==> src/rtl/gbr_pkg.sv <==
// Shared types, constants and the 1-2-1 blur kernel for the RGB Gaussian blur block.
package gbr_pkg;

  localparam int CH_W       = 8;
  localparam int PIX_W      = 3 * CH_W;
  localparam int IMG_W_BITS = 11;
  localparam int IMG_H_BITS = 16;
  localparam int CFG_IDX_W  = 1;
  localparam int CFG_DATA_W = 16;
  localparam int MIN_DIM    = 3;

  // Register indexes on the configuration port
  localparam logic [CFG_IDX_W-1:0] CFG_IDX_WIDTH  = 1'b0;
  localparam logic [CFG_IDX_W-1:0] CFG_IDX_HEIGHT = 1'b1;

  // Input action codes
  localparam logic ACT_PIXEL = 1'b0;
  localparam logic ACT_DRAIN = 1'b1;

  // Result queue
  localparam int FIFO_DEPTH = 4;
  localparam int FIFO_PTR_W = 2;
  localparam int FIFO_CNT_W = 3;
  localparam int FIFO_ROOM  = 2;

  typedef logic [PIX_W-1:0] pix_t;

  // One window column: top, middle and bottom row
  typedef struct packed {
    pix_t top;
    pix_t mid;
    pix_t bot;
  } col_t;

  // Item held between the control stage and the window stage
  typedef struct packed {
    logic vld;
    logic drain;
    logic first;
    logic row0;
    logic emit1;
    logic emit2;
    logic last;
    pix_t pix;
  } op_t;

  typedef struct packed {
    pix_t pix;
    logic last;
  } res_t;

  // Weighted sum of the 3x3 window per channel, divided by 16.
  // The sum tops out at 16 * 255, so the quotient cannot exceed 255.
  function automatic pix_t blur3(input col_t l, input col_t m, input col_t r);
    pix_t        res;
    logic [11:0] s;
    res = '0;
    for (int ch = 0; ch < 3; ch++) begin
      s = 12'(l.top[ch*CH_W +: CH_W]) + (12'(l.mid[ch*CH_W +: CH_W]) << 1)
        + 12'(l.bot[ch*CH_W +: CH_W])
        + (12'(m.top[ch*CH_W +: CH_W]) << 1) + (12'(m.mid[ch*CH_W +: CH_W]) << 2)
        + (12'(m.bot[ch*CH_W +: CH_W]) << 1)
        + 12'(r.top[ch*CH_W +: CH_W]) + (12'(r.mid[ch*CH_W +: CH_W]) << 1)
        + 12'(r.bot[ch*CH_W +: CH_W]);
      res[ch*CH_W +: CH_W] = s[11:4];
    end
    return res;
  endfunction

endpackage

==> src/rtl/gbr_out_fifo.sv <==
// Four-entry result queue taking up to two results per cycle, one out per transfer.
module gbr_out_fifo (
  input  logic                              clk,
  input  logic                              rst_n,
  input  logic [1:0]                        push_cnt,
  input  gbr_pkg::res_t                     res0,
  input  gbr_pkg::res_t                     res1,
  input  logic                              pop,
  output gbr_pkg::res_t                     head,
  output logic [gbr_pkg::FIFO_CNT_W-1:0]    cnt_r
);
  import gbr_pkg::*;

  res_t                  q_r [FIFO_DEPTH];
  logic [FIFO_PTR_W-1:0] wp_r, rp_r;
  logic [FIFO_PTR_W-1:0] wp1;

  assign wp1  = wp_r + 1'b1;
  assign head = q_r[rp_r];

  always_ff @(posedge clk) begin
    if (!rst_n) begin
      wp_r  <= '0;
      rp_r  <= '0;
      cnt_r <= '0;
    end else begin
      wp_r  <= wp_r + FIFO_PTR_W'(push_cnt);
      rp_r  <= rp_r + FIFO_PTR_W'(pop);
      cnt_r <= cnt_r + FIFO_CNT_W'(push_cnt) - FIFO_CNT_W'(pop);
    end
  end

  always_ff @(posedge clk) begin
    if (push_cnt != 2'd0) begin
      q_r[wp_r] <= res0;
    end
    if (push_cnt == 2'd2) begin
      q_r[wp1] <= res1;
    end
  end

endmodule

==> config.mk <==
export PLATFORM = sky130hd
export DESIGN_NAME = gbr_out_fifo
export DESIGN_NICKNAME = d
export VERILOG_FILES = /design/src/rtl/gbr_pkg.sv /design/src/rtl/gbr_out_fifo.sv
export SDC_FILE = /design/constraint.sdc
export NUM_CORES = 1
export LEC_CHECK = 0
export BUFFER_PORTS_ARGS = -buffer_cell sky130_fd_sc_hd__buf_2
export CORE_MARGIN = 3
export CORE_UTILIZATION = 50
export CTS_CLUSTER_SIZE = 40
export DETAILED_ROUTE_END_ITERATION = 6
export PLACE_DENSITY = 0.77
export SYNTH_ARGS = -nofsm -noshare
export SYNTH_HDL_FRONTEND = slang
export SYNTH_SLANG_ARGS = --single-unit
export TNS_END_PERCENT = 30
==> constraint.sdc <==
create_clock -name clk -period 10.5 [get_ports clk]
set_input_delay 2.625 -clock clk [delete_from_list [all_inputs] [get_ports clk]]
set_output_delay 2.625 -clock clk [all_outputs]
set_load 0.1 [all_outputs]
* Word-level counts from Yosys, hierarchy flattened
Memories as Yosys holds them, arrays and structs flattened. A register that Yosys moved wholly into a read port is not among the register bits.
Cells that the tools add are included.
** Storage, ports and cells
- Register bits :: 7
- RAM bits :: 100
- Input port bits :: 55
- Word-level logic and storage cells :: 16
- Memories kept :: 1
** Memories
- q_r :: words 4, bits a word 25, rd ports 1, clocked after Yosys merged registers in 1, write ports 2, RTL line gbr_out_fifo.sv:14 : res_t q_r [FIFO_DEPTH];
** Cells by class
- Add/sub/neg operators :: 5
- Equality and inequality tests :: 1
- Muxes and demuxes :: 5
- Reductions and logical operators :: 1
** Operator list (number)
- two-way mux 1 bit :: 4
- adder 3 x 2 -> 3 bit :: 1
- subtractor 3 x 1 -> 3 bit :: 1
- adder 2 x 1 -> 2 bit :: 1
- adder 2 x 1 -> 2 bit, second input constant :: 1
- adder 2 bit :: 1
- equality test 2 bit, second input constant :: 1
- two-way mux 2 bit :: 1
- nonzero test 2 bit :: 1

* Longest topological paths before layout
- Word-level depth :: 3
- Mapped depth :: 8
- Mapped depth without buffers :: 8

* Worst setup path before layout
Ideal clock, no wire load.
- Path type :: input-to-reg
- Start point :: input port push_cnt[0]
- End point :: memory q_r[0][0] (netlist name), enable pin
- Library setup time :: 445 ps
- Arrival time :: 4765 ps
- Slack :: 5289 ps
- Stages :: 3
- Cell sequence :: buf_2 > nor2_1 > o31ai_1
** RTL lines
- from (decl) :: RTL line gbr_out_fifo.sv:5 : input logic [1:0] push_cnt,
- to (decl) :: RTL line gbr_out_fifo.sv:14

==> metrics.csv <==
stage;metric;value;unit
timing;max_slew.worst_pin.slew;0.9681;ns
cts;cts_resized;0;
cts;cts_buffers;9;
timing;setup_tns;0;ns
placement;place_congestion;0.7420;
cts;ctsLongestPathBuffers;2;
cts;cts_setup_buffers;0;
layout;nFillCells;788;
global_route;use_met3;2.487;%
global_route;grt-ovfl-total;0;
layout;finalNetCount;424;
layout;area_growth;13.65;%
cts;clk_pin_slew;0.09;ns
setup_path;crit_fanout;26;
synthesis;syn_avg_cell_area;18.63;µm²
drt;first_pass_iters;4;
drt;viasPerCell;5.602;
layout;drive_gt1_share;58.04;%
drt;vias;2801;
placement;place_area;5829;µm²
cts;worstSkewPairLatency;0.36;ns
global_route;grt_pass1_wl;16270;µm
floorplan;core.rowCount;36;
power_and_ir_drop;powerDensity;187.9;nW/µm²
setup_path;crit_path_start_kind;flop;
job;drv_cap;0;
cts;htreeDepth;3;
synthesis;synth_area_leader_cell;edfxtp_1;
layout;fin_area;6012;µm²
setup_path;arrival;2.28;ns
timing;fin_crit;4.901;ns
power_and_ir_drop;power_leakage;0.002169;µW
layout;final_cell_mix;edfxtp_1 (100), buf_2 (82), mux2_2 (78), mux4_2 (25), mux2_1 (22);
synthesis;yosysWarnings;0;
timing;fin_worst_skew;0.006170;ns
floorplan;start_util;52.67;%
global_route;grt_use_met2;31.89;%
floorplan;io_pins;83;
drt;drc;0;
global_route;antenna_found_initial;0;
timing;slew_headroom;35.46;%
floorplan;dieArea;11850;µm²
drt;wirelength;10340;µm
synthesis;ys_ff_latch;107;
timing;report.final.slew_viol_count;0;
placement;io_buffers;82;
synthesis;syn-num-nets;345;
global_route;use_met1;24.67;%
drt;drt_iter0_drc;102;
floorplan;core;10040;µm²
timing;finalHoldViolCount;0;
timing;rsz0062_at_grt;no;
synthesis;netlist_area;5290;µm²
cts;postCtsHoldBufs;0;
synthesis;yosysSeqAreaShare;59.41;%
synthesis;synth_area_leaders;edfxtp_1 (57%), mux2_2 (17%), mux4_2 (11%);
drt;ant_nets;0;
cts;cts.sinks;107;
synthesis;synthesis.instances;284;
setup_path;critPathKind;reg2out;
timing;fin_crit_sh;46.68;%
drt;routedWlPerCell;20.67;µm
global_route;busiest_layer;met2;
synthesis;synth_cell_types;24;
placement;hpwl;6344;µm
timing;fmax;204.0;MHz
cts;clockRootBuffer;clkbuf_8;
global_route;grt_pass1_vias;2967;
global_route;grt_util_all_layers;18.64;%
synthesis;netlist.area_leader.share;56.76;%
worst_hold_path;hold_class;reg2reg;
timing;finalSetupViolations;0;
floorplan;dieWidth;108.9;µm
floorplan;die_h;108.9;µm
cts;cts_tree;done;
run_status;status;finished, final reports clean;
setup_path;crit_required;7.88;ns
power_and_ir_drop;power.ir.vdd_worst;99.10;µV
global_route;grt_max_degree;27;
layout;diodes;0;
setup_path;crit_path_end_kind;primary output;
layout;final_common_cell;edfxtp_1;
[final cells by class]
class,count,area (µm²),area share [%]
Clock inverter,5,55.05,0.9157
Clock buffer,10,127.6,2.123
Sequential cell,107,3144,52.30
Timing Repair Buffer,88,455.4,7.575
Inverter,5,18.77,0.3122
Tap cell,133,166.4,2.768
Multi-Input combinational cell,152,2044,34.01
[worst max-delay path, cell delays in order (launching register included)]
cell and delay (ns):
dfxtp_2 0.98, mux4_2 0.62, buf_2 0.31
[metrics by stage]
step,cells,setup WS (ns),util [%],hold WS [ns],power [µW]
final,500,5.599,59.85,0.6769,1129
after global routing,500,5.402,59.85,0.7403,1176
after CTS,500,5.522,59.85,0.6844,1141
after detailed placement,485,5.929,58.03,0.6585,899.8
after global placement,485,5.951,58.03,0.6564,894.3
after floorplan,284,5.289,-,0.5335,830.1
[final timing paths]
kind,start,endpoint,slack (ns),cells past startpoint
min reg2reg,cnt_r[2],cnt_r[2],0.68,2
min,cnt_r[2],cnt_r[2],0.68,2
max,rp_r[0],head[21],5.60,2
max reg2reg,wp_r[1],q_r[0][8],8.27,3
[report_power, final]
group	internal [µW]	leakage (µW)	switching, µW
Sequential	521	0.000996	20.7
Combinational	96.3	0.00108	247
Clock	109	0.0000898	135
[flip-flops by register name, summed over array words and instances, names as in the netlist]
name and flops:
rp_r 2, q_r 100, cnt_r 3, wp_r 2
[metal layers]
layer | vias to the layer above | wire [µm]
met1 | 1418 | 4363
met4 | 0 | 126
met2 | 75 | 5426
met3 | 11 | 419
met5 | - | 0
li1 | 1297 | -
[cells in the mapped netlist]
cell / n
mux2_2: 78
o21ba_2: 1
mux2_1: 22
mux2i_1: 1
xor2_1: 1
nand4b_4: 1
buf_2: 9
nor4b_4: 1
buf_4: 1
o31ai_1: 1
ha_1: 5
nor2b_1: 3
and2_1: 5
inv_1: 5
clkbuf_1: 3
nor2_1: 2
mux4_2: 25
dfxtp_1: 7
xnor3_1: 2
fa_1: 1
buf_6: 7
edfxtp_1: 100
nor4bb_1: 2
a21o_1: 1
[kinds of logic (layout without fill, tap and decap cells)]
family	count (synthesis)	after routing	share of synthesized area, %
muxes	126	126	32.12
DFF	107	107	59.41
buffers and inverters	25	108	3.051
and+or+nand+nor	14	14	2.365
adders and majority gates	6	6	1.561
AOI/OAI and AO/OA	3	3	0.4732
xor gates and xnor gates	3	3	1.017
Power figures use the tool's default switching activity.
