`src/rtl/gbr_pkg.sv`:
```
// Shared types, constants and the 1-2-1 blur kernel for the RGB Gaussian blur block.
package gbr_pkg;

  localparam int CH_W       = 8;
  localparam int PIX_W      = 3 * CH_W;
  localparam int IMG_W_BITS = 11;
  localparam int IMG_H_BITS = 16;
  localparam int CFG_IDX_W  = 1;
  localparam int CFG_DATA_W = 16;
  localparam int MIN_DIM    = 3;

  // Register indexes on the configuration port
  localparam logic [CFG_IDX_W-1:0] CFG_IDX_WIDTH  = 1'b0;
  localparam logic [CFG_IDX_W-1:0] CFG_IDX_HEIGHT = 1'b1;

  // Input action codes
  localparam logic ACT_PIXEL = 1'b0;
  localparam logic ACT_DRAIN = 1'b1;

  // Result queue
  localparam int FIFO_DEPTH = 4;
  localparam int FIFO_PTR_W = 2;
  localparam int FIFO_CNT_W = 3;
  localparam int FIFO_ROOM  = 2;

  typedef logic [PIX_W-1:0] pix_t;

  // One window column: top, middle and bottom row
  typedef struct packed {
    pix_t top;
    pix_t mid;
    pix_t bot;
  } col_t;

  // Item held between the control stage and the window stage
  typedef struct packed {
    logic vld;
    logic drain;
    logic first;
    logic row0;
    logic emit1;
    logic emit2;
    logic last;
    pix_t pix;
  } op_t;

  typedef struct packed {
    pix_t pix;
    logic last;
  } res_t;

  // Weighted sum of the 3x3 window per channel, divided by 16.
  // The sum tops out at 16 * 255, so the quotient cannot exceed 255.
  function automatic pix_t blur3(input col_t l, input col_t m, input col_t r);
    pix_t        res;
    logic [11:0] s;
    res = '0;
    for (int ch = 0; ch < 3; ch++) begin
      s = 12'(l.top[ch*CH_W +: CH_W]) + (12'(l.mid[ch*CH_W +: CH_W]) << 1)
        + 12'(l.bot[ch*CH_W +: CH_W])
        + (12'(m.top[ch*CH_W +: CH_W]) << 1) + (12'(m.mid[ch*CH_W +: CH_W]) << 2)
        + (12'(m.bot[ch*CH_W +: CH_W]) << 1)
        + 12'(r.top[ch*CH_W +: CH_W]) + (12'(r.mid[ch*CH_W +: CH_W]) << 1)
        + 12'(r.bot[ch*CH_W +: CH_W]);
      res[ch*CH_W +: CH_W] = s[11:4];
    end
    return res;
  endfunction

endpackage

```
`src/rtl/gbr_ctrl.sv`:
```
// Configuration registers, frame counters and per-item decode into the window stage.
module gbr_ctrl #(
  parameter int MAX_WIDTH = 1024
) (
  input  logic                             clk,
  input  logic                             rst_n,
  input  logic                             cfg_we,
  input  logic [gbr_pkg::CFG_IDX_W-1:0]    cfg_idx,
  input  logic [gbr_pkg::CFG_DATA_W-1:0]   cfg_data,
  input  logic                             acc,
  input  logic                             action,
  input  gbr_pkg::pix_t                    pix,
  output logic [$clog2(MAX_WIDTH)-1:0]     rd_addr,
  output gbr_pkg::op_t                     op_r,
  output logic [$clog2(MAX_WIDTH)-1:0]     addr_r
);
  import gbr_pkg::*;

  localparam int CW = $clog2(MAX_WIDTH);

  logic [CW-1:0]         wlast_r, wlast_nxt;
  logic [IMG_H_BITS-1:0] h_r, h_nxt;
  logic [IMG_H_BITS-1:0] row_r, row_nxt;
  logic [CW-1:0]         col_r, col_nxt;
  logic [CW-1:0]         drn_r, drn_nxt;
  op_t                   op_nxt;
  logic [CW-1:0]         addr_nxt;
  logic [IMG_W_BITS-1:0] wraw;
  logic [IMG_H_BITS-1:0] hraw;
  logic                  all_rows;

  always_comb begin
    wraw      = cfg_data[IMG_W_BITS-1:0];
    hraw      = cfg_data[IMG_H_BITS-1:0];
    all_rows  = (row_r >= h_r);
    wlast_nxt = wlast_r;
    h_nxt     = h_r;
    row_nxt   = row_r;
    col_nxt   = col_r;
    drn_nxt   = drn_r;
    rd_addr   = col_r;
    addr_nxt  = col_r;
    op_nxt    = '0;
    op_nxt.pix = pix;

    if (cfg_we) begin
      unique case (cfg_idx)
        CFG_IDX_WIDTH: begin
          if (wraw < IMG_W_BITS'(MIN_DIM)) begin
            wlast_nxt = CW'(MIN_DIM - 1);
          end else if (32'(wraw) > MAX_WIDTH) begin
            wlast_nxt = CW'(MAX_WIDTH - 1);
          end else begin
            wlast_nxt = CW'(32'(wraw) - 32'd1);
          end
        end
        CFG_IDX_HEIGHT: begin
          h_nxt = (hraw < IMG_H_BITS'(MIN_DIM)) ? IMG_H_BITS'(MIN_DIM) : hraw;
        end
      endcase
      // any write restarts the frame
      row_nxt = '0;
      col_nxt = '0;
      drn_nxt = '0;
    end else if (acc) begin
      if (action == ACT_PIXEL) begin
        if (!all_rows) begin
          op_nxt.vld   = 1'b1;
          op_nxt.row0  = (row_r == '0);
          op_nxt.first = (col_r == '0);
          op_nxt.emit1 = (row_r != '0) && (col_r != '0);
          op_nxt.emit2 = (row_r != '0) && (col_r == wlast_r);
          if (col_r == wlast_r) begin
            col_nxt = '0;
            row_nxt = row_r + 1'b1;
          end else begin
            col_nxt = col_r + 1'b1;
          end
        end
      end else begin
        // fetch the right-hand column of the drain window, clamped at the row end
        rd_addr  = (drn_r == wlast_r) ? wlast_r : drn_r + 1'b1;
        addr_nxt = rd_addr;
        if (all_rows) begin
          op_nxt.vld   = 1'b1;
          op_nxt.drain = 1'b1;
          op_nxt.first = (drn_r == '0);
          op_nxt.emit1 = 1'b1;
          op_nxt.last  = (drn_r == wlast_r);
          if (drn_r == wlast_r) begin
            row_nxt = '0;
            col_nxt = '0;
            drn_nxt = '0;
          end else begin
            drn_nxt = drn_r + 1'b1;
          end
        end
      end
    end
  end

  always_ff @(posedge clk) begin
    if (!rst_n) begin
      wlast_r <= CW'(MIN_DIM - 1);
      h_r     <= IMG_H_BITS'(MIN_DIM);
      row_r   <= '0;
      col_r   <= '0;
      drn_r   <= '0;
      op_r    <= '0;
    end else begin
      wlast_r <= wlast_nxt;
      h_r     <= h_nxt;
      row_r   <= row_nxt;
      col_r   <= col_nxt;
      drn_r   <= drn_nxt;
      op_r    <= op_nxt;
    end
  end

  always_ff @(posedge clk) begin
    addr_r <= addr_nxt;
  end

endmodule

```
`config.mk`:
```
export PLATFORM = sky130hd
export DESIGN_NAME = gbr_ctrl
export DESIGN_NICKNAME = d
export VERILOG_FILES = /design/src/rtl/gbr_pkg.sv /design/src/rtl/gbr_ctrl.sv
export SDC_FILE = /design/constraint.sdc
export NUM_CORES = 1
export LEC_CHECK = 0
export ABC_AREA = 0
export BUFFER_PORTS_ARGS = -buffer_cell sky130_fd_sc_hd__clkbuf_2
export CELL_PAD_IN_SITES_DETAIL_PLACEMENT = 2
export CELL_PAD_IN_SITES_GLOBAL_PLACEMENT = 2
export CORE_MARGIN = 4
export CORE_UTILIZATION = 33
export DETAILED_ROUTE_END_ITERATION = 10
export MAX_ROUTING_LAYER = met4
export PLACE_DENSITY = 0.76
export REMOVE_ABC_BUFFERS = 1
export SLEW_MARGIN = 10
export SYNTH_ARGS = -nofsm -noshare
export SYNTH_HDL_FRONTEND = slang
export SYNTH_SLANG_ARGS = --single-unit
```
`constraint.sdc`:
```
create_clock -name clk -period 4.2 [get_ports clk]
set_input_delay 0.42 -clock clk [delete_from_list [all_inputs] [get_ports clk]]
set_output_delay 0.42 -clock clk [all_outputs]
set_load 0.01 [all_outputs]
```
# After elaboration in Yosys (flattened, before gate mapping)
# Index checks and enable logic that the tools add are counted.
[totals]
out_inout_bits = 51
reg_bits = 103
input_bits = 46
[op_classes]
n_eq_ne = 5
mux = 25
magnitude_cmp = 4
n_reduce_logical = 18
bitwise = 5
n_addsub = 4
[ops]
columns = ["cell", "count"]
rows = [
  ["$mux W10", 12],
  ["$mux W16", 6],
  ["$add A10 B1 Y10 const B", 2],
  ["$eq A10 B10 Y1", 2],
  ["$logic_not A10 Y1", 2],
  ["$add A16 B1 Y16 const B", 1],
  ["$ge A16 B16 Y1", 1],
  ["$logic_not A16 Y1", 1],
  ["$lt A16 B2 Y1 const B", 1],
  ["$reduce_bool A16 Y1", 1],
  ["$gt A11 B11 Y1 const B", 1],
  ["$lt A11 B2 Y1 const B", 1],
  ["$reduce_bool A10 Y1", 1],
  ["$reduce_or A5 Y1", 2],
  ["$sub A10 B1 Y10 const B", 1],
  ["$mux W1", 5],
  ["$not A1 Y1", 5],
  ["$reduce_and A5 Y1", 1],
  ["$mux W4", 1],
  ["$ne A2 B1 Y1 const B", 2],
  ["$reduce_and A2 Y1", 2],
  ["$reduce_and A4 Y1", 1],
  ["$reduce_or A4 Y1", 1],
  ["$mux W3", 1],
  ["6 further kinds", 7],
]

# Longest topological paths before layout
# Gate-level depths: netlist of the first run.
[logic_depth]
depth_word = 5
mapped_depth = 15
mapped_depth_nobuf = 14

# Worst setup path after synthesis of the first run
# No wires, ideal clock.
[synth_path]
kind = "register to register"
start = "register row_r[11]"
end = "register row_r[1]"
synth_period_minus_slack_ps = 3125
setup_slack_ps = 1075
setup_time_ps = 70
stages_incl_launch_ff = 14
t_arrival_ps = 3055
t_required_ps = 4130
path_cell_list = "dfxtp_1 > ha_1 > a21oi_1 > o21ai_0 > a2111oi_0 > o21a_1 > inv_2 > buf_2 > ha_1 > nand2b_1 > nor2_1 > mux2i_2 > or4b_1 > a21oi_1"
[synth_via]
elab_chain_len = 3
elab_cells_between_ends = 5
classes_between = "order compare (1); eq/ne (3); reduce/logical (1)"
[synth_lines]
columns = ["element", "line_no", "source"]
rows = [
  ["from (decl)", "gbr_ctrl.sv:23", "logic [IMG_H_BITS-1:0] row_r, row_nxt;"],
  ["from (signal assigned)", "gbr_ctrl.sv:113", "row_r <= row_nxt;"],
  ["$ge A16 B16 Y1 *", "gbr_ctrl.sv:35", "all_rows = (row_r >= h_r);"],
  ["via all_rows", "gbr_ctrl.sv:30", "logic all_rows;"],
  ["$ne A2 B1 Y1 (no source line) / $ne A2 B2 Y1 (equally long branches)", "--", ""],
  ["$reduce_and A5 Y1 (no source line) *", "--", ""],
]
# The timed path passes the listed nets; every way through them passes the cells marked *.
# A chain may end at the register's enable or synchronous reset.

# Worst setup path after layout of the first run
[layout_path]
start = "register row_r[11]"
end = "register row_r[1]"
[layout_via]
elab_chain_len = 3
elab_cells_between_ends = 5
classes_between = "order compare (1); eq/ne (3); reduce/logical (1)"
[layout_lines]
columns = ["element", "line_no"]
rows = [
  ["$ge A16 B16 Y1 *", "gbr_ctrl.sv:35"],
  ["$ne A2 B1 Y1 (no source line) / $ne A2 B2 Y1 (equally long branches)", "--"],
  ["$reduce_and A5 Y1 (no source line) *", "--"],
]
# Mark *: on every way between the ends. The rest lies on a longest branch, timed or not.

==> results.cfg, run 1 <==
[cts]
cts.sinks = 103
ctsHoldBuffers = 0
cts-root-buf = clkbuf_16
clock_path_buffers = 2
post_cts_buffers = 0
ctsResizeCount = 0
cts_buffers = 9
clk_latency_ps = 360
h-tree-depth = 3
path_clk_slew_ps = 80
cts_tree = yes

[die]
coreArea_um2 = 15200
num_rows = 45
die_w_um = 132
io_pins = 97
die_h_um = 132
start_util_pct = 33.6
die_area_um2 = 17500

[critical_path]
critPathLaunch = row_r[11]
r2r-end = row_r[1]
worstSetupStartpointType = register
r2r_start = row_r[11]
cp_max_fo = 15
criticalPathCategory = register to register
critPathCaptureType = register
rr_worst_depth = 12
setup.worst_path.end = row_r[1]
required_ps = 4490
arrival_ps = 4020
rrSetupSlack_ps = 460

[synth]
yosysWarnings = 0
yosysSeqAreaShare_pct = 40.4
synthArstFlopShare_pct = 0
yosysUniqueCellTypes = 48
synthFlopType = dfxtp_1
synth_area_um2 = 5100
synth_edf_count = 0
synth_largest_area_cell = dfxtp_1
ys_seq_elements = 103
avgSynthCellArea_um2 = 8.44
postSynthCellCount = 605
yosys-top-cells-area = dfxtp_1 (40%), ha_1 (6.4%), xnor2_1 (5.7%), nand2_1 (4.8%), a21oi_1 (4.3%)
synth_top_area_share_pct = 40.4

[pwr]
finalPower_mw = 2.10
p_per_area_nw_per_um2 = 345
peakVddDrop_mv = 0.202
power_leakage_nw = 2.47

[timing]
min_period_ps = 3740
worst_hold_slack_ps = 259
setup_tns_ps = 0
skew_ps = 12.1
hold_viol = 0
setup_viol = 0
fin_crit_sh_pct = 89.0
slew_headroom_pct = 45.7
grt_setup_unrepaired = false
worst_pin_slew_ps = 815
timing.fmax_ghz = 0.268
drv_slew = 0

[detailed_routing]
wl_per_cell_um = 18.4
antenna_left = 0
drt-total-wl_um = 16300
num_vias = 4640
drtIter0Drc = 212
viasPerCell = 5.25
drc = 0
dr.pass1.iters = 4

[job]
max_cap_viol_count = 0

[global_routing]
grt_max_degree = 51
grt.overflow.total = 0
grt_pass1_wl_um = 26800
first_global_vias = 5162
antenna_found_initial = 0
grt_usage_pct = 19.4

[place]
dpl.hpwl_um = 12200
port_buffers = 96
placed_cells = 867
gp_congestion = 0.843

[layout]
nets = 762
final_cell_mix = dfxtp_1 (103), clkbuf_2 (96), nand2_1 (65)
area_growth_pct = 19.1
drive_gt1_share_pct = 18.0
final_common_cell = dfxtp_1
stdcell_count = 883
n_antenna_cell = 0

[worst_hold_path]
min_path_type = input port to register

[status]
status = finished clean
==> synth_stat cells, types with 4 or more instances <==
cell and count:
dfxtp_1 103, nand2_1 65, a21oi_1 44, nor2_1 40, xnor2_1 33, inv_1 29
and2_1 28, ha_1 26, o21ai_0 25, clkbuf_1 22, and3_1 21, a31oi_1 17
nand3_1 16, a21boi_0 15, mux2i_1 12, nor3_1 12, nor4_1 12, nand2b_1 10
nand4_1 9, nor2b_1 9, xor2_1 8, nand3b_1 7, buf_2 5, a41oi_1 4
==> critical path, stage by stage (launching register included) <==
cell       delay, ps
dfxtp_1          470
ha_1             320
a21oi_1          140
o21ai_0          110
a2111oi_1        490
o21a_1           370
inv_2            220
ha_1             240
nand2b_1         250
nor2_1           260
mux2i_2          180
or4b_1           490
a21oi_1          130
==> area by class of cell <==
class / count / area (µm²)
Multi-Input combinational cell: 445 / 2830
Clock inverter: 7 / 90.1
Inverter: 30 / 113
Sequential cell: 103 / 2060
Timing Repair Buffer: 101 / 518
Tap cell: 188 / 235
Fill cell: 1706 / 9130
Clock buffer: 9 / 225
==> power by group <==
part / internal, mW / switching [mW] / total, mW
Clock: 0.477 / 0.422 / 0.898
Combinational: 0.0726 / 0.107 / 0.180
Sequential: 1.00 / 0.0183 / 1.02
Total: 1.55 / 0.547 / 2.10
==> cell families after synthesis <==
group                      share of synthesized area [%]
adders and majority gates                           6.37
DFF                                                 40.4
muxes                                               2.62
AOI/OAI and AO/OA                                   14.3
and+or+nand+nor                                     24.9
buffers and inverters                               4.31
xor gates and xnor gates                            7.04
==> worst min-delay path by stage <==
stage               endpoint  depth (start not counted)  startpoint
floorplan            h_r[10]                          2     h_r[10]
global placement      h_r[9]                          2      h_r[9]
detailed placement    h_r[7]                          2      h_r[7]
CTS                  op_r[9]                          2      pix[9]
global route        op_r[18]                          2     pix[18]
finish               op_r[9]                          2      pix[9]
==> sequential cells by signal (all words and copies together) (netlist names) <==
| name | flops |
|---|---|
| op_r | 31 |
| addr_r | 10 |
| h_r | 16 |
| drn_r | 10 |
| col_r | 10 |
| wlast_r | 10 |
| row_r | 16 |
==> per-stage QoR <==
stage / worst slack (ps) / cell area, µm² / utilization [%]
after floorplan: 908 / 5000 / -
after global placement: 703 / 5750 / 37.8
after detailed placement: 432 / 5750 / 37.8
after CTS: 351 / 6060 / 39.9
after global routing: 69.8 / 6080 / 40.0
final: 462 / 6080 / 40.0
==> layer usage <==
layer  GRT usage [%]  vias up  share of wire, %
met3            3.51       22               2.8
li1                -     2266                 -
met1            22.5     2287                44
met2            33.7       65                51
met4            6.47        0               1.9
met5               -        -                 0
Power figures use the tool's default switching activity.
==> run 2, diff against run 1 <==
Settings changed: CORE_UTILIZATION 33 to 30, PLACE_DENSITY 0.76 to 0.73.
Clock period 4.2 ns to 3.4 ns, I/O delays scaled along.
==> run 2 against run 1 <==
Hold slack got worse by 84 ps. Wire length increased by 1.2%. First-iteration DRC count decreased by 4.7%. Worst setup slack worse by 160 ps. Total power up 22%. Critical endpoint unchanged. Largest cell class unchanged. Largest power group unchanged.
==> results.cfg, run 2 (same netlist as run 1, synthesis figures left out) <==
[layout]
regMostFlops = op_r
final_common_cell = dfxtp_1
nets = 774
stdcell_count = 927
fillCellCount = 1900
largest_reg_flops = 31
n_antenna_cell = 0
top_regs = op_r (31), h_r (16), row_r (16)
drive_gt1_share_pct = 19.8
area_growth_pct = 21.5
final_cell_mix = dfxtp_1 (102), clkbuf_2 (96), nand2_1 (65)
fin_area_um2 = 6200

[pwr]
p_per_area_nw_per_um2 = 412
power.net_switching_uw = 700
comb_power_share_pct = 8.8
power_leakage_nw = 2.52
p_int_mw = 1.85
swShare_pct = 27.4
clkPwrFrac_pct = 41.8
peakVddDrop_mv = 0.236
seqPwrFrac_pct = 49.4

[critical_path]
worstSetupStartpointType = register
critPathLaunch = row_r[13]
arrival_ps = 3390
cp_max_fo = 7
required_ps = 3690
criticalPathCategory = register to register
critPathCaptureType = register
r2r_start = row_r[13]

[global_routing]
grt_max_degree = 52
busiest_layer = met2
first_global_vias = 5267
grt_use_met1_pct = 22.1
groute.layer.met3.usage_pct = 2.59
grt_usage_pct = 18.1
grt_pass1_wl_um = 27800
grt.overflow.total = 0
antenna_found_initial = 0
grt_use_met2_pct = 31.4

[timing]
slew_headroom_pct = 41.6
drv_slew = 0
setup_viol = 0
timing.fmax_ghz = 0.323
min_period_ps = 3100
worst_hold_slack_ps = 175
hold_viol = 0
worst_pin_slew_ps = 868
skew_ps = 7.91
fin_crit_sh_pct = 91.1

[detailed_routing]
antenna_left = 0
drt-total-wl_um = 16500
viasPerCell = 5.10
drtIter0Drc = 202
drc = 0
wl_per_cell_um = 17.8
num_vias = 4727
dr.pass1.iters = 4

[die]
die_area_um2 = 19200
coreArea_um2 = 16600
io_pins = 97
num_rows = 47
start_util_pct = 30.7
die_h_um = 138
die_w_um = 138

[worst_hold_path]
hold_start = pix[23]
min_path_type = input port to register

[cts]
path_clk_slew_ps = 80
h-tree-depth = 3
cts_buffers = 9
cts-root-buf = clkbuf_16
clock_path_buffers = 2
cts.sinks = 103
clk_latency_ps = 370
cts_tree = yes
post_cts_buffers = 0

[place]
dpl.hpwl_um = 12600
port_buffers = 96
gp_congestion = 0.824
placed_cells = 911
post_dp_cell_area_um2 = 5880

[job]
max_cap_viol_count = 0

[status]
status = finished clean
## run 2: path summary, 6_finish.rpt
check	to	slack [ps]	cells after the start
worst max register to register	row_r[1]	300	12
worst min-delay path	op_r[23]	180	2
worst min register to register	h_r[11]	470	2
worst max-delay path	row_r[1]	300	12
## run 2: power by group through the flow
stage,Sequential [mW],Clock [mW],Combinational (mW)
after floorplan,1.29,0,0.110
final,1.26,1.07,0.225
after global routing,1.27,1.14,0.255
after detailed placement,1.29,0,0.225
after CTS,1.26,1.10,0.228
after global placement,1.29,0,0.215
## run 2: repair_timing
action | CTS | global route
endpoints found under the setup margin | 0 | 26
resized for setup | 0 | 6
hold buffers | 0 | 0
## run 2: critical path, cell delays in order, from the launching register on
cell and delay (ps):
dfxtp_1 470, ha_1 300, nand4_1 150, nor3_1 90
a2111oi_2 340, o21a_1 240, inv_2 50, ha_1 200
nor2b_1 270, and2_1 190, mux2i_2 70, or4b_1 500
a21oi_1 150
## run 2: cell type report
type / instances / area, µm² / area share [%]
timing repair buffer: 113 / 608 / 9.81
clock inverter: 7 / 75.1 / 1.21
clock buffer: 9 / 225 / 3.63
inverter: 30 / 113 / 1.82
multi-input combinational: 445 / 2840 / 45.8
sequential: 103 / 2060 / 33.3
tap: 220 / 275 / 4.44
## run 2: metrics by stage
stage	setup TNS [ps]	util, %	total power [mW]	worst slack [ps]
after CTS	0	37.1	2.59	136
after floorplan	0	-	1.40	108
after global placement	0	35.3	1.50	381
after detailed placement	0	35.3	1.52	172
after global routing	-37.5	37.2	2.67	-37.5
final	0	37.2	2.55	304
## run 2: layer usage
metal / up-vias / share of wire, %
met5: - / 0
li1: 2298 / -
met3: 15 / 2.8
met4: 0 / 1.3
met1: 2351 / 45
met2: 63 / 51
