--- src/rtl/gbr_pkg.sv ---
// Shared types, constants and the 1-2-1 blur kernel for the RGB Gaussian blur block.
package gbr_pkg;

  localparam int CH_W       = 8;
  localparam int PIX_W      = 3 * CH_W;
  localparam int IMG_W_BITS = 11;
  localparam int IMG_H_BITS = 16;
  localparam int CFG_IDX_W  = 1;
  localparam int CFG_DATA_W = 16;
  localparam int MIN_DIM    = 3;

  // Register indexes on the configuration port
  localparam logic [CFG_IDX_W-1:0] CFG_IDX_WIDTH  = 1'b0;
  localparam logic [CFG_IDX_W-1:0] CFG_IDX_HEIGHT = 1'b1;

  // Input action codes
  localparam logic ACT_PIXEL = 1'b0;
  localparam logic ACT_DRAIN = 1'b1;

  // Result queue
  localparam int FIFO_DEPTH = 4;
  localparam int FIFO_PTR_W = 2;
  localparam int FIFO_CNT_W = 3;
  localparam int FIFO_ROOM  = 2;

  typedef logic [PIX_W-1:0] pix_t;

  // One window column: top, middle and bottom row
  typedef struct packed {
    pix_t top;
    pix_t mid;
    pix_t bot;
  } col_t;

  // Item held between the control stage and the window stage
  typedef struct packed {
    logic vld;
    logic drain;
    logic first;
    logic row0;
    logic emit1;
    logic emit2;
    logic last;
    pix_t pix;
  } op_t;

  typedef struct packed {
    pix_t pix;
    logic last;
  } res_t;

  // Weighted sum of the 3x3 window per channel, divided by 16.
  // The sum tops out at 16 * 255, so the quotient cannot exceed 255.
  function automatic pix_t blur3(input col_t l, input col_t m, input col_t r);
    pix_t        res;
    logic [11:0] s;
    res = '0;
    for (int ch = 0; ch < 3; ch++) begin
      s = 12'(l.top[ch*CH_W +: CH_W]) + (12'(l.mid[ch*CH_W +: CH_W]) << 1)
        + 12'(l.bot[ch*CH_W +: CH_W])
        + (12'(m.top[ch*CH_W +: CH_W]) << 1) + (12'(m.mid[ch*CH_W +: CH_W]) << 2)
        + (12'(m.bot[ch*CH_W +: CH_W]) << 1)
        + 12'(r.top[ch*CH_W +: CH_W]) + (12'(r.mid[ch*CH_W +: CH_W]) << 1)
        + 12'(r.bot[ch*CH_W +: CH_W]);
      res[ch*CH_W +: CH_W] = s[11:4];
    end
    return res;
  endfunction

endpackage

--- src/rtl/gbr_window.sv ---
// 3x3 window registers, line store write-back and the blur of one or two results.
module gbr_window (
  input  logic                clk,
  input  gbr_pkg::op_t        op,
  input  gbr_pkg::pix_t       rd_b,
  input  gbr_pkg::pix_t       rd_a,
  output logic                wr_en,
  output gbr_pkg::pix_t       wr_b,
  output gbr_pkg::pix_t       wr_a,
  output logic [1:0]          push_cnt,
  output gbr_pkg::res_t       res0,
  output gbr_pkg::res_t       res1
);
  import gbr_pkg::*;

  col_t [2:0] win_r, win_nxt;  // index 0 is the left column
  pix_t       hd_b_r, hd_a_r;  // column 0 of both stores, seeds the drain window
  pix_t       top, mid;
  col_t       ncol, hcol;

  always_comb begin
    top  = op.row0 ? op.pix : rd_b;
    mid  = op.row0 ? op.pix : rd_a;
    ncol = op.drain ? col_t'{rd_b, rd_a, rd_a} : col_t'{top, mid, op.pix};
    hcol = col_t'{hd_b_r, hd_a_r, hd_a_r};

    win_nxt = win_r;
    if (op.vld) begin
      if (op.first && !op.drain) begin
        win_nxt[0] = ncol;
        win_nxt[1] = ncol;
        win_nxt[2] = ncol;
      end else if (op.first) begin
        win_nxt[0] = hcol;
        win_nxt[1] = hcol;
        win_nxt[2] = ncol;
      end else begin
        win_nxt[0] = win_r[1];
        win_nxt[1] = win_r[2];
        win_nxt[2] = ncol;
      end
    end

    wr_en = op.vld && !op.drain;
    wr_b  = mid;
    wr_a  = op.pix;

    res0.pix  = blur3(win_nxt[0], win_nxt[1], win_nxt[2]);
    res0.last = op.last;
    // row end: replicate the right column for the final pixel of the row
    res1.pix  = blur3(win_nxt[1], win_nxt[2], win_nxt[2]);
    res1.last = 1'b0;

    push_cnt = op.vld ? (2'(op.emit1) + 2'(op.emit2)) : 2'd0;
  end

  always_ff @(posedge clk) begin
    win_r <= win_nxt;
    if (op.vld && !op.drain && op.first) begin
      hd_b_r <= mid;
      hd_a_r <= op.pix;
    end
  end

endmodule

--- config.mk ---
export PLATFORM = sky130hd
export DESIGN_NAME = gbr_window
export DESIGN_NICKNAME = d
export VERILOG_FILES = /design/src/rtl/gbr_pkg.sv /design/src/rtl/gbr_window.sv
export SDC_FILE = /design/constraint.sdc
export NUM_CORES = 1
export LEC_CHECK = 0
export BUFFER_PORTS_ARGS = -buffer_cell sky130_fd_sc_hd__buf_2
export CAP_MARGIN = 20
export CORE_UTILIZATION = 67
export CTS_CLUSTER_SIZE = 30
export DETAILED_ROUTE_END_ITERATION = 6
export PLACE_DENSITY = 0.88
export SYNTH_ARGS = -nofsm -noshare
export SYNTH_HDL_FRONTEND = slang
export SYNTH_SLANG_ARGS = --single-unit
--- constraint.sdc ---
create_clock -name clk -period 11.1 [get_ports clk]
set_input_delay 1.665 -clock clk [delete_from_list [all_inputs] [get_ports clk]]
set_output_delay 1.665 -clock clk [all_outputs]
set_load 0.01 [all_outputs]
# After elaboration in Yosys (flattened, before gate mapping)
# Cells that the tools add are included.
[op_classes]
add_sub_neg = 49
mux = 7
reduce_logical = 4
[op_table]
columns = ["operator", "count"]
rows = [
  ["two-way mux 144 bit", 2],
  ["two-way mux 216 bit", 1],
  ["adder 12 x 8 -> 12 bit", 12],
  ["adder 12 x 9 -> 12 bit", 12],
  ["adder 11 x 9 -> 12 bit", 6],
  ["adder 12 x 10 -> 12 bit", 6],
  ["two-way mux 72 bit", 1],
  ["adder 10 x 8 -> 11 bit", 6],
  ["adder 8 x 9 -> 10 bit", 6],
  ["two-way mux 24 bit", 2],
  ["logical AND 1 bit", 3],
  ["adder 1 x 1 -> 2 bit", 1],
  ["two-way mux 2 bit", 1],
  ["logical NOT 1 bit", 1],
]
[totals]
register_bits = 264
input_bits = 80
output_inout_bits = 101
word_cells = 71

# Longest topological paths before layout
# Gate-level depths: netlist (run 1).
[depth]
ltp_word = 12
ltp_mapped = 22
ltp_nobuf = 19

# Worst setup path before layout (run 1)
# No wires, ideal clock.
[synth_path]
kind = "input to output"
start = "input op[29] (netlist bit)"
end = "output res1[8] (netlist bit)"
arrival_ns = 6.553
t_required_ns = 9.435
slack_ns = 2.882
path_stages = 19
path_buffers = 5
cell_sequence = "buf_6 > buf_6 > buf_4 > buf_2 > buf_2 > a21oi_1 > a21oi_1 > fa_1 > fa_1 > inv_1 > fa_1 > fa_1 > or3_1 > fa_1 > nor2b_1 > nor3_1 > o21a_1 > o21ai_0 > xor2_1"
[synth_lines]
columns = ["element", "line_no", "source"]
rows = [
  ["from (decl)", "gbr_window.sv:4", "input gbr_pkg::op_t op,"],
  ["to (decl)", "gbr_window.sv:12", "output gbr_pkg::res_t res1"],
]

==> flow_metrics.py, run 1 <==
metrics = {
    "drt": {
        "drc_errors": 0,
        "drtPass1Iterations": 7,
        "postRouteAntennaNets": 0,
        "via_count": 15900,
        "totalWireLength_um": 48600,
        "drt-initial-drc-count": 1043,
        "wl_per_cell_um": 17.1,
        "via_per_inst": 5.61,
    },
    "cells_and_area": {
        "layout.nets": 2872,
        "final_cells": 2844,
        "area_growth_pct": 8.50,
        "drive_above_1_share": 0.147,
    },
    "setup_path": {
        "r2r_slack_ns": 9.67,
        "timing.rr.start": "hd_a_r[16]",
        "crit_top_cell": "fa_1",
        "r2r_cells": 5,
        "start_kind": "primary input",
        "path_cells": "buf_4, nand2b_2, buf_4, a21oi_1, a21oi_1, fa_1, inv_1, fa_1, inv_1, fa_1, fa_1, or3b_2, fa_1, nor2b_1, nor3_1, o21a_1, o21ai_0, xor2_1, buf_2",
        "cp.required_ns": 9.44,
        "r2r-end": "win_r[88]",
        "slowest_stage": "nand2b_2",
        "worstSetupEndpointType": "output pin",
        "critPathMaxFanout": 66,
        "critPathArrivalTime_ns": 7.86,
        "worstSetupPathType": "primary input to output pin",
        "slowest_delay_ns": 0.52,
    },
    "clocking": {
        "cts_buffers": 29,
        "cts_root_buf": "clkbuf_16",
        "clock-sinks": 264,
        "cts.htree.levels": 1,
        "ctsResizeCount": 0,
        "clock_latency_ns": 0.54,
        "cts_tree": "done",
        "path_clk_slew_ns": 0.06,
        "cts_setup_buffers": 0,
        "cts_hold_buf": 0,
        "clock_path_buffers": 3,
    },
    "synth": {
        "yosysMostFrequentCell": "inv_1",
        "postSynthAreaPerCell_um2": 9.30,
        "synthTopCellsByArea": "fa_1 (27%), dfxtp_1 (20%), inv_1 (8.2%)",
        "synth_ff_type": "dfxtp_1",
        "synth_seq_cells": 264,
        "synth_edf_count": 48,
        "synth.distinct_cells": 61,
        "yosysTopAreaCell": "fa_1",
        "synthCells": 2325,
        "synth_area_um2": 21600,
        "yosysWarnings": 0,
        "syn_nets": 2778,
        "ys_seq_area_frac": 0.267,
        "synthArstFlopShare": 0,
        "synth_common_cells": "inv_1 (472), fa_1 (294), dfxtp_1 (216)",
        "synth_top_area_share": 0.272,
    },
    "placement": {
        "dp_hpwl_um": 37100,
        "port_buffers": 177,
        "gp_congestion": 0.911,
        "dp.cells": 2790,
    },
    "sta": {
        "slew_violations": 0,
        "rsz0062_at_grt": "false",
        "tightest_slew_ns": 0.894,
        "fin_crit_sh": 0.858,
        "fin_setup_tns_ns": 0,
        "min_period_ns": 9.52,
        "relSlewSlack": 0.404,
        "max_freq_ghz": 0.105,
        "finalClockSkew_ns": 0.0120,
        "finalHoldViolCount": 0,
        "setup_viol": 0,
    },
    "floorplan": {
        "pin_count": 181,
        "dieArea_um2": 33000,
        "die_h_um": 182,
        "start_util": 0.684,
        "die_width_um": 182,
        "rows": 65,
        "coreArea_um2": 31600,
    },
    "job": {
        "cap_viol_max_count": 0,
    },
    "status": {
        "status": "completed",
    },
    "grt": {
        "grtUsageTotal": 0.306,
        "grt_max_degree": 148,
        "antenna_found_initial": 2,
        "grt_pass1_vias": 16600,
        "gr-total-overflow": 0,
        "grt_pass1_wl_um": 80900,
    },
    "hold_path": {
        "whs_path_depth": 2,
        "holdPathEnd": "win_r[138]",
        "hold_start": "win_r[138]",
        "hp-class": "flop to flop",
    },
}
-- cell families after synthesis --
logic type	count (synthesis)	synth area share
compound gates	437	0.131
xor+xnor	40	0.0162
fa+ha+maj	373	0.318
buf+inv	620	0.116
flops	264	0.267
mux	48	0.0236
other cells	1	0.000173
simple gates	542	0.128
-- per-stage QoR --
stage	area (um2)	hold WS [ns]	util	setup WS [ns]
floorplan	21600	0.461	-	2.88
global placement	22500	0.476	0.712	1.84
detailed placement	22500	0.481	0.712	1.53
CTS	23500	0.489	0.742	1.51
global route	23500	0.515	0.742	1.14
finish	23500	0.494	0.742	1.58
-- per-layer routing --
layer	share of wire	track usage	wire [um]	up-vias
li1	-	-	-	7477
met1	0.41	0.396	19800	7764
met2	0.49	0.525	24000	587
met3	0.061	0.0387	2980	118
met4	0.037	0.117	1800	2
met5	0.00025	0	12	-
-- area by class of cell --
class	instances	area, um2
inverter	493	1850
timing repair buffer	190	1050
clock buffer	41	873
antenna	1	2.50
multi-input combinational	1441	13400
clock inverter	12	75.1
tap	402	503
sequential	264	5770
fill	2076	8170
-- worst max-delay path by stage --
stage           start      end
6_report       op[29]  res0[8]
5_1_grt        op[29]  res0[8]
4_1_cts        op[29]  res0[8]
3_5_place_dp   op[29]  res0[8]
3_3_place_gp   op[29]  res0[8]
2_1_floorplan  op[29]  res1[8]
-- flip-flops by register name, summed over array words and instances, names as in the netlist --
register and flops:
hd_b_r 24, hd_a_r 24, win_r 216
-- critical path, delay by kind of cell --
family / cells / cell delay (ns)
AOI/OAI and AO/OA: 4 / 1.08
xor gates and xnor gates: 1 / 0.16
adders and majority gates: 5 / 2.31
buffers and inverters: 5 / 1.25
and+or+nand+nor: 4 / 1.35
-- placed cells by master (no fill, tap or decap), types with 48 or more instances in the layout --
cell type,netlist,final
a31o_2,57,57
ha_1,79,79
nand2_1,83,83
nor2b_1,73,73
nor2_1,172,172
dfxtp_1,216,216
fa_1,294,294
inv_1,472,472
and2_1,49,48
nand2b_1,122,121
buf_2,27,174
edfxtp_1,48,48
a21oi_1,156,156
Power of run 1 is not shown: default switching activity piles up to over one toggle a cycle in this logic, so the estimate is an artifact.
==> run 2, diff against run 1 <==
--- a/config.mk
+++ b/config.mk
@@ -5,11 +5,13 @@
 export SDC_FILE = /design/constraint.sdc
 export NUM_CORES = 1
 export LEC_CHECK = 0
+export ABC_AREA = 1
 export BUFFER_PORTS_ARGS = -buffer_cell sky130_fd_sc_hd__buf_2
 export CAP_MARGIN = 20
 export CORE_UTILIZATION = 67
 export CTS_CLUSTER_SIZE = 30
 export DETAILED_ROUTE_END_ITERATION = 6
+export MAX_ROUTING_LAYER = met4
 export PLACE_DENSITY = 0.88
 export SYNTH_ARGS = -nofsm -noshare
 export SYNTH_HDL_FRONTEND = slang
==> run 2 against run 1 <==
Compared with the run above: the flow now finishes with violations (design-rule violations); design area increased by 2.0%; hold slack lost 0.042 ns; core utilization grew 0.90 points; largest cell class unchanged; first-iteration DRC count grew 62%; synthesized area grew 1.6%; sequential share of layout area down 0.48 points; sequential cell count stayed put; register-to-register slack got worse by 0.02 ns; non-clock buffer count up 1; die area rose by 1.6%; maximum frequency down 1.9%; critical path depth increased by 2.
==> flow_metrics.py, run 2 <==
metrics = {
    "status": {
        "status": "finished with violations",
        "violations": "design-rule violations",
    },
    "drt": {
        "wl_per_cell_um": 16.8,
        "drt-initial-drc-count": 1689,
        "via_per_inst": 5.51,
        "drc_errors": 1,
        "totalWireLength_um": 57000,
        "drtPass1Iterations": 7,
        "via_count": 18600,
        "postRouteAntennaNets": 0,
    },
    "grt": {
        "gr-total-overflow": 0,
        "grt_pass1_vias": 19000,
        "grtUsageTotal": 0.362,
        "grt_pass1_wl_um": 92800,
        "antenna_found_initial": 0,
        "grt_max_degree": 162,
    },
    "floorplan": {
        "dieArea_um2": 33500,
        "rows": 65,
        "die_width_um": 183,
        "coreArea_um2": 31900,
        "pin_count": 181,
        "die_h_um": 183,
        "start_util": 0.690,
    },
    "sta": {
        "fin_crit_sh": 0.875,
        "relSlewSlack": 0.259,
        "fin_setup_tns_ns": 0,
        "setup_viol": 0,
        "rsz0062_at_grt": "false",
        "slew_violations": 0,
        "finalHoldViolCount": 0,
        "tightest_slew_ns": 1.11,
        "max_freq_ghz": 0.103,
        "finalClockSkew_ns": 0.0105,
        "min_period_ns": 9.71,
    },
    "cells_and_area": {
        "final_cell_mix": "inv_1 (697), nand2_1 (601), fa_1 (294)",
        "reg_top3": "win_r (216), hd_a_r (24), hd_b_r (24)",
        "largest_register_ffs": 216,
        "area_growth_pct": 8.88,
        "layout.nets": 3380,
        "top_register": "win_r",
        "n_antenna_cell": 0,
        "drive_above_1_share": 0.0915,
        "layout.cells.most_common": "inv_1",
    },
    "synth": {
        "synth_area_um2": 22000,
        "ys_seq_area_frac": 0.262,
        "synthCells": 2821,
        "synth-xor-area-share": 0.00717,
        "yosys.area_share.simple": 0.160,
        "yosysTopAreaCell": "fa_1",
        "synth_ff_type": "dfxtp_1",
        "syn_nets": 3274,
        "synth_top_area_share": 0.268,
        "yosysMostFrequentCell": "inv_1",
        "synth_top_family_by_area": "adder cells",
        "synth_common_cells": "inv_1 (697), nand2_1 (601), fa_1 (294)",
        "postSynthAreaPerCell_um2": 7.79,
        "synth_compound_area_frac": 0.109,
        "synth_edf_count": 48,
        "synth_adder_area_share": 0.313,
        "yosysWarnings": 0,
        "synthArstFlopShare": 0,
        "synthTopCellsByArea": "fa_1 (27%), dfxtp_1 (20%), inv_1 (12%)",
        "synth_seq_cells": 264,
        "muxShareOfSynthArea": 0,
        "synth.distinct_cells": 33,
    },
    "setup_path": {
        "start_kind": "primary input",
        "critPathArrivalTime_ns": 8.05,
        "critPathMaxFanout": 34,
        "worstSetupPathType": "primary input to output pin",
        "cp.required_ns": 9.44,
        "worstSetupEndpointType": "output pin",
    },
    "clocking": {
        "clock-sinks": 264,
        "ctsResizeCount": 0,
        "cts_tree": "done",
        "clock_path_buffers": 3,
        "clock_latency_ns": 0.56,
        "cts_root_buf": "clkbuf_16",
        "cts.htree.levels": 1,
        "cts_hold_buf": 0,
        "cts_buffers": 29,
        "cts_setup_buffers": 0,
        "path_clk_slew_ns": 0.06,
    },
    "hold_path": {
        "hp-class": "flop to flop",
    },
    "placement": {
        "gp_congestion": 0.935,
        "dp_hpwl_um": 41800,
        "port_buffers": 177,
    },
    "job": {
        "cap_viol_max_count": 0,
    },
}
==> run 2: changes by cell type after synthesis, moves of 42 or more <==
cell / delta
nand2_1: +518
a31o_2: -57
nor2_1: +61
nor2b_1: -73
a21oi_1: -42
and2_1: -49
o21ai_0: +179
nand3_1: +42
nand2b_1: -122
inv_1: +225
==> run 2: metrics by stage <==
stage                     setup WS, ns  hold slack, ns  instance area (um2)  cells  utilization
after floorplan                   3.34           0.421                22000   2821            -
after global placement            1.72           0.434                22900   3331        0.720
after detailed placement          1.53           0.439                22900   3331        0.720
after CTS                         1.51           0.454                23900   3385        0.751
after global routing              1.10           0.482                23900   3385        0.751
final                             1.39           0.452                23900   3385        0.751
==> run 2: path summary, 6_finish.rpt <==
path / startpoint / endpoint / slack, ns / cells past startpoint
worst max-delay path: op[29] / res1[14] / 1.39 / 21
worst min-delay path: win_r[42] / win_r[42] / 0.45 / 2
worst max register to register: hd_a_r[22] / win_r[118] / 9.65 / 4
worst min register to register: win_r[42] / win_r[42] / 0.45 / 2
==> run 2: per-layer routing <==
layer	global-route usage	up-vias	share of wire
met1	0.444	8787	0.38
met2	0.597	1020	0.48
li1	-	8631	-
met5	-	-	0
met4	0.153	0	0.044
met3	0.0566	202	0.093
==> run 2: logic make-up after synthesis <==
family	Yosys count
simple gates	904
compound gates	442
flops	264
other cells	1
fa+ha+maj	373
buf+inv	819
xor+xnor	18
==> run 2: cell type report <==
type                       count  area (um2)
clock inverter                 8        76.3
tap                          435         544
sequential                   264        5770
inverter                     703        2640
multi-input combinational   1738       13000
clock buffer                  46         913
timing repair buffer         191        1020
fill                        2280        7940
==> run 2: worst max-delay path, cell delays in order <==
cell and delay (ns):
buf_2 0.32, inv_2 0.27, nand2_2 0.45, inv_2 0.82
buf_4 0.37, nand2_1 0.10, a22oi_1 0.27, fa_1 0.52
fa_1 0.50, inv_1 0.05, fa_1 0.49, fa_1 0.41
nor2_1 0.13, nand2_1 0.09, fa_1 0.48, o21ai_0 0.61
nand2_1 0.16, nand2_1 0.10, nand2_1 0.05, nand2_1 0.05
buf_2 0.12
Power of run 2 is left out for the same reason.
==> run 3, diff against run 2 <==
--- a/config.mk
+++ b/config.mk
@@ -8,11 +8,11 @@
 export ABC_AREA = 1
 export BUFFER_PORTS_ARGS = -buffer_cell sky130_fd_sc_hd__buf_2
 export CAP_MARGIN = 20
-export CORE_UTILIZATION = 67
+export CORE_UTILIZATION = 56
 export CTS_CLUSTER_SIZE = 30
 export DETAILED_ROUTE_END_ITERATION = 6
 export MAX_ROUTING_LAYER = met4
-export PLACE_DENSITY = 0.88
+export PLACE_DENSITY = 0.78
 export SYNTH_ARGS = -nofsm -noshare
 export SYNTH_HDL_FRONTEND = slang
 export SYNTH_SLANG_ARGS = --single-unit
==> constraint.sdc (replaced) <==
create_clock -name clk -period 7.99 [get_ports clk]
set_input_delay 1.1985 -clock clk [delete_from_list [all_inputs] [get_ports clk]]
set_output_delay 1.1985 -clock clk [all_outputs]
set_load 0.01 [all_outputs]
==> run 3 against run 2 <==
Compared with the run above: the run now ends clean; setup slack lost 1.1 ns; sequential share of layout area shrank 0.28 points; count of clock-buffer cells in the layout is the same; die area grew 19%; final cell count grew 3.1%; wire length shrank 1.3%; register-to-register slack lost 3.1 ns; design area grew 1.2%; via count shrank 1.8%; hold slack gained 0.0033 ns; sequential cell count is the same.
==> flow_metrics.py, run 3 (synthesis results as in run 2) <==
metrics = {
    "setup_path": {
        "cp.required_ns": 6.79,
        "critPathMaxFanout": 20,
        "critPathArrivalTime_ns": 6.52,
        "timing.rr.start": "win_r[170]",
        "r2r_cells": 2,
        "endpoint": "res0[6]",
        "r2r_slack_ns": 6.56,
        "crit_start": "op[27]",
        "start_kind": "primary input",
        "r2r-end": "win_r[170]",
        "worstSetupPathType": "primary input to output pin",
        "worstSetupEndpointType": "output pin",
    },
    "sta": {
        "relSlewSlack": 0.239,
        "tightest_slew_ns": 1.13,
        "fin_setup_tns_ns": 0,
        "setup_viol": 0,
        "slew_violations": 0,
        "finalHoldViolCount": 0,
        "max_freq_ghz": 0.130,
        "min_period_ns": 7.72,
        "fin_crit_sh": 0.966,
        "layout_setup_ws_ns": 0.271,
        "rsz0062_at_grt": "false",
        "finalClockSkew_ns": 0.0118,
    },
    "clocking": {
        "cts_root_buf": "clkbuf_16",
        "clock_path_buffers": 3,
        "cts.htree.levels": 1,
        "cts_buffers": 30,
        "path_clk_slew_ns": 0.06,
        "clock_latency_ns": 0.56,
        "ctsResizeCount": 0,
        "cts_tree": "done",
        "clock-sinks": 264,
        "cts_hold_buf": 0,
        "cts_setup_buffers": 0,
    },
    "drt": {
        "wl_per_cell_um": 16.1,
        "drc_errors": 0,
        "via_count": 18300,
        "via_per_inst": 5.25,
        "totalWireLength_um": 56200,
        "drt-initial-drc-count": 1555,
        "postRouteAntennaNets": 0,
        "drtPass1Iterations": 6,
    },
    "grt": {
        "grt_pass1_vias": 18700,
        "gr-total-overflow": 0,
        "grt_max_degree": 96,
        "grt_pass1_wl_um": 93200,
        "grtUsageTotal": 0.297,
        "antenna_found_initial": 0,
    },
    "floorplan": {
        "pin_count": 181,
        "die_width_um": 200,
        "coreArea_um2": 38600,
        "rows": 72,
        "start_util": 0.569,
        "die_h_um": 200,
        "dieArea_um2": 40100,
    },
    "job": {
        "cap_viol_max_count": 0,
    },
    "hold_path": {
        "hp-class": "flop to flop",
    },
    "cells_and_area": {
        "final_cell_mix": "inv_1 (697), nand2_1 (601), fa_1 (294)",
        "layout.nets": 3402,
        "top_register": "win_r",
        "layout.cells.most_common": "inv_1",
        "reg_top3": "win_r (216), hd_a_r (24), hd_b_r (24)",
        "largest_register_ffs": 216,
        "drive_above_1_share": 0.0972,
        "area_growth_pct": 10.2,
        "fin_util": 0.627,
        "n_antenna_cell": 0,
    },
    "placement": {
        "gp_congestion": 0.938,
        "dp_slack_ns": 0.313,
        "dp_hpwl_um": 43700,
        "port_buffers": 177,
    },
    "status": {
        "status": "completed",
    },
}
## run 3: cell count changes in the layout (fill, tap and decap cells not counted), moves of 2 or more
cell	before	now
buf_12	2	5
o21ai_1	42	44
buf_4	12	30
clkinv_2	4	1
clkinv_1	0	2
o21ai_0	202	200
## run 3: area by class of cell
type	instances	area [um2]
Clock buffer	46	892
Clock inverter	9	82.6
Fill cell	3228	14400
Inverter	703	2640
Multi-Input combinational cell	1738	13000
Sequential cell	264	5770
Tap cell	518	648
Timing Repair Buffer	212	1220
## run 3: worst min-delay path by stage
stage | from | endpoint | slack [ns] | depth (start not counted)
finish | win_r[38] | win_r[38] | 0.45 | 2
global route | win_r[41] | win_r[41] | 0.48 | 2
CTS | win_r[25] | win_r[25] | 0.45 | 2
detailed placement | win_r[25] | win_r[25] | 0.44 | 2
global placement | win_r[38] | win_r[38] | 0.43 | 2
floorplan | win_r[32] | win_r[32] | 0.42 | 2
## run 3: critical path, stage by stage
cell and delay, ns:
buf_2 0.11, inv_2 0.33, nor2_8 0.16, buf_12 0.21, nand2_1 0.13, o21ai_1 0.11
nand2_1 0.06, o21ai_0 0.40, fa_1 0.68, inv_1 0.06, fa_1 0.52, inv_1 0.06
fa_1 0.49, fa_1 0.49, inv_1 0.04, nor2_1 0.11, nand2_1 0.10, fa_1 0.46
nand3b_1 0.18, nand2_1 0.19, nand3_1 0.12, nand2_1 0.08, nand2_1 0.05, nand2_1 0.05
buf_2 0.12
## run 3: per-layer routing
metal  routed length (um)  track usage  share of wire  vias up
met3                 4160       0.0355          0.074      128
li1                     -            -              -     8689
met4                 1840       0.0898          0.033        0
met2                27600        0.499           0.49      704
met5                    0            -              0        -
met1                22700        0.377           0.40     8787
## run 3: metrics by stage
stage	cells	hold slack, ns	cell area [um2]
finish	3490	0.455	24200
global route	3490	0.477	24200
CTS	3490	0.452	24200
detailed placement	3435	0.438	23200
global placement	3435	0.431	23200
floorplan	2821	0.421	22000
Power of run 3 is left out for the same reason.
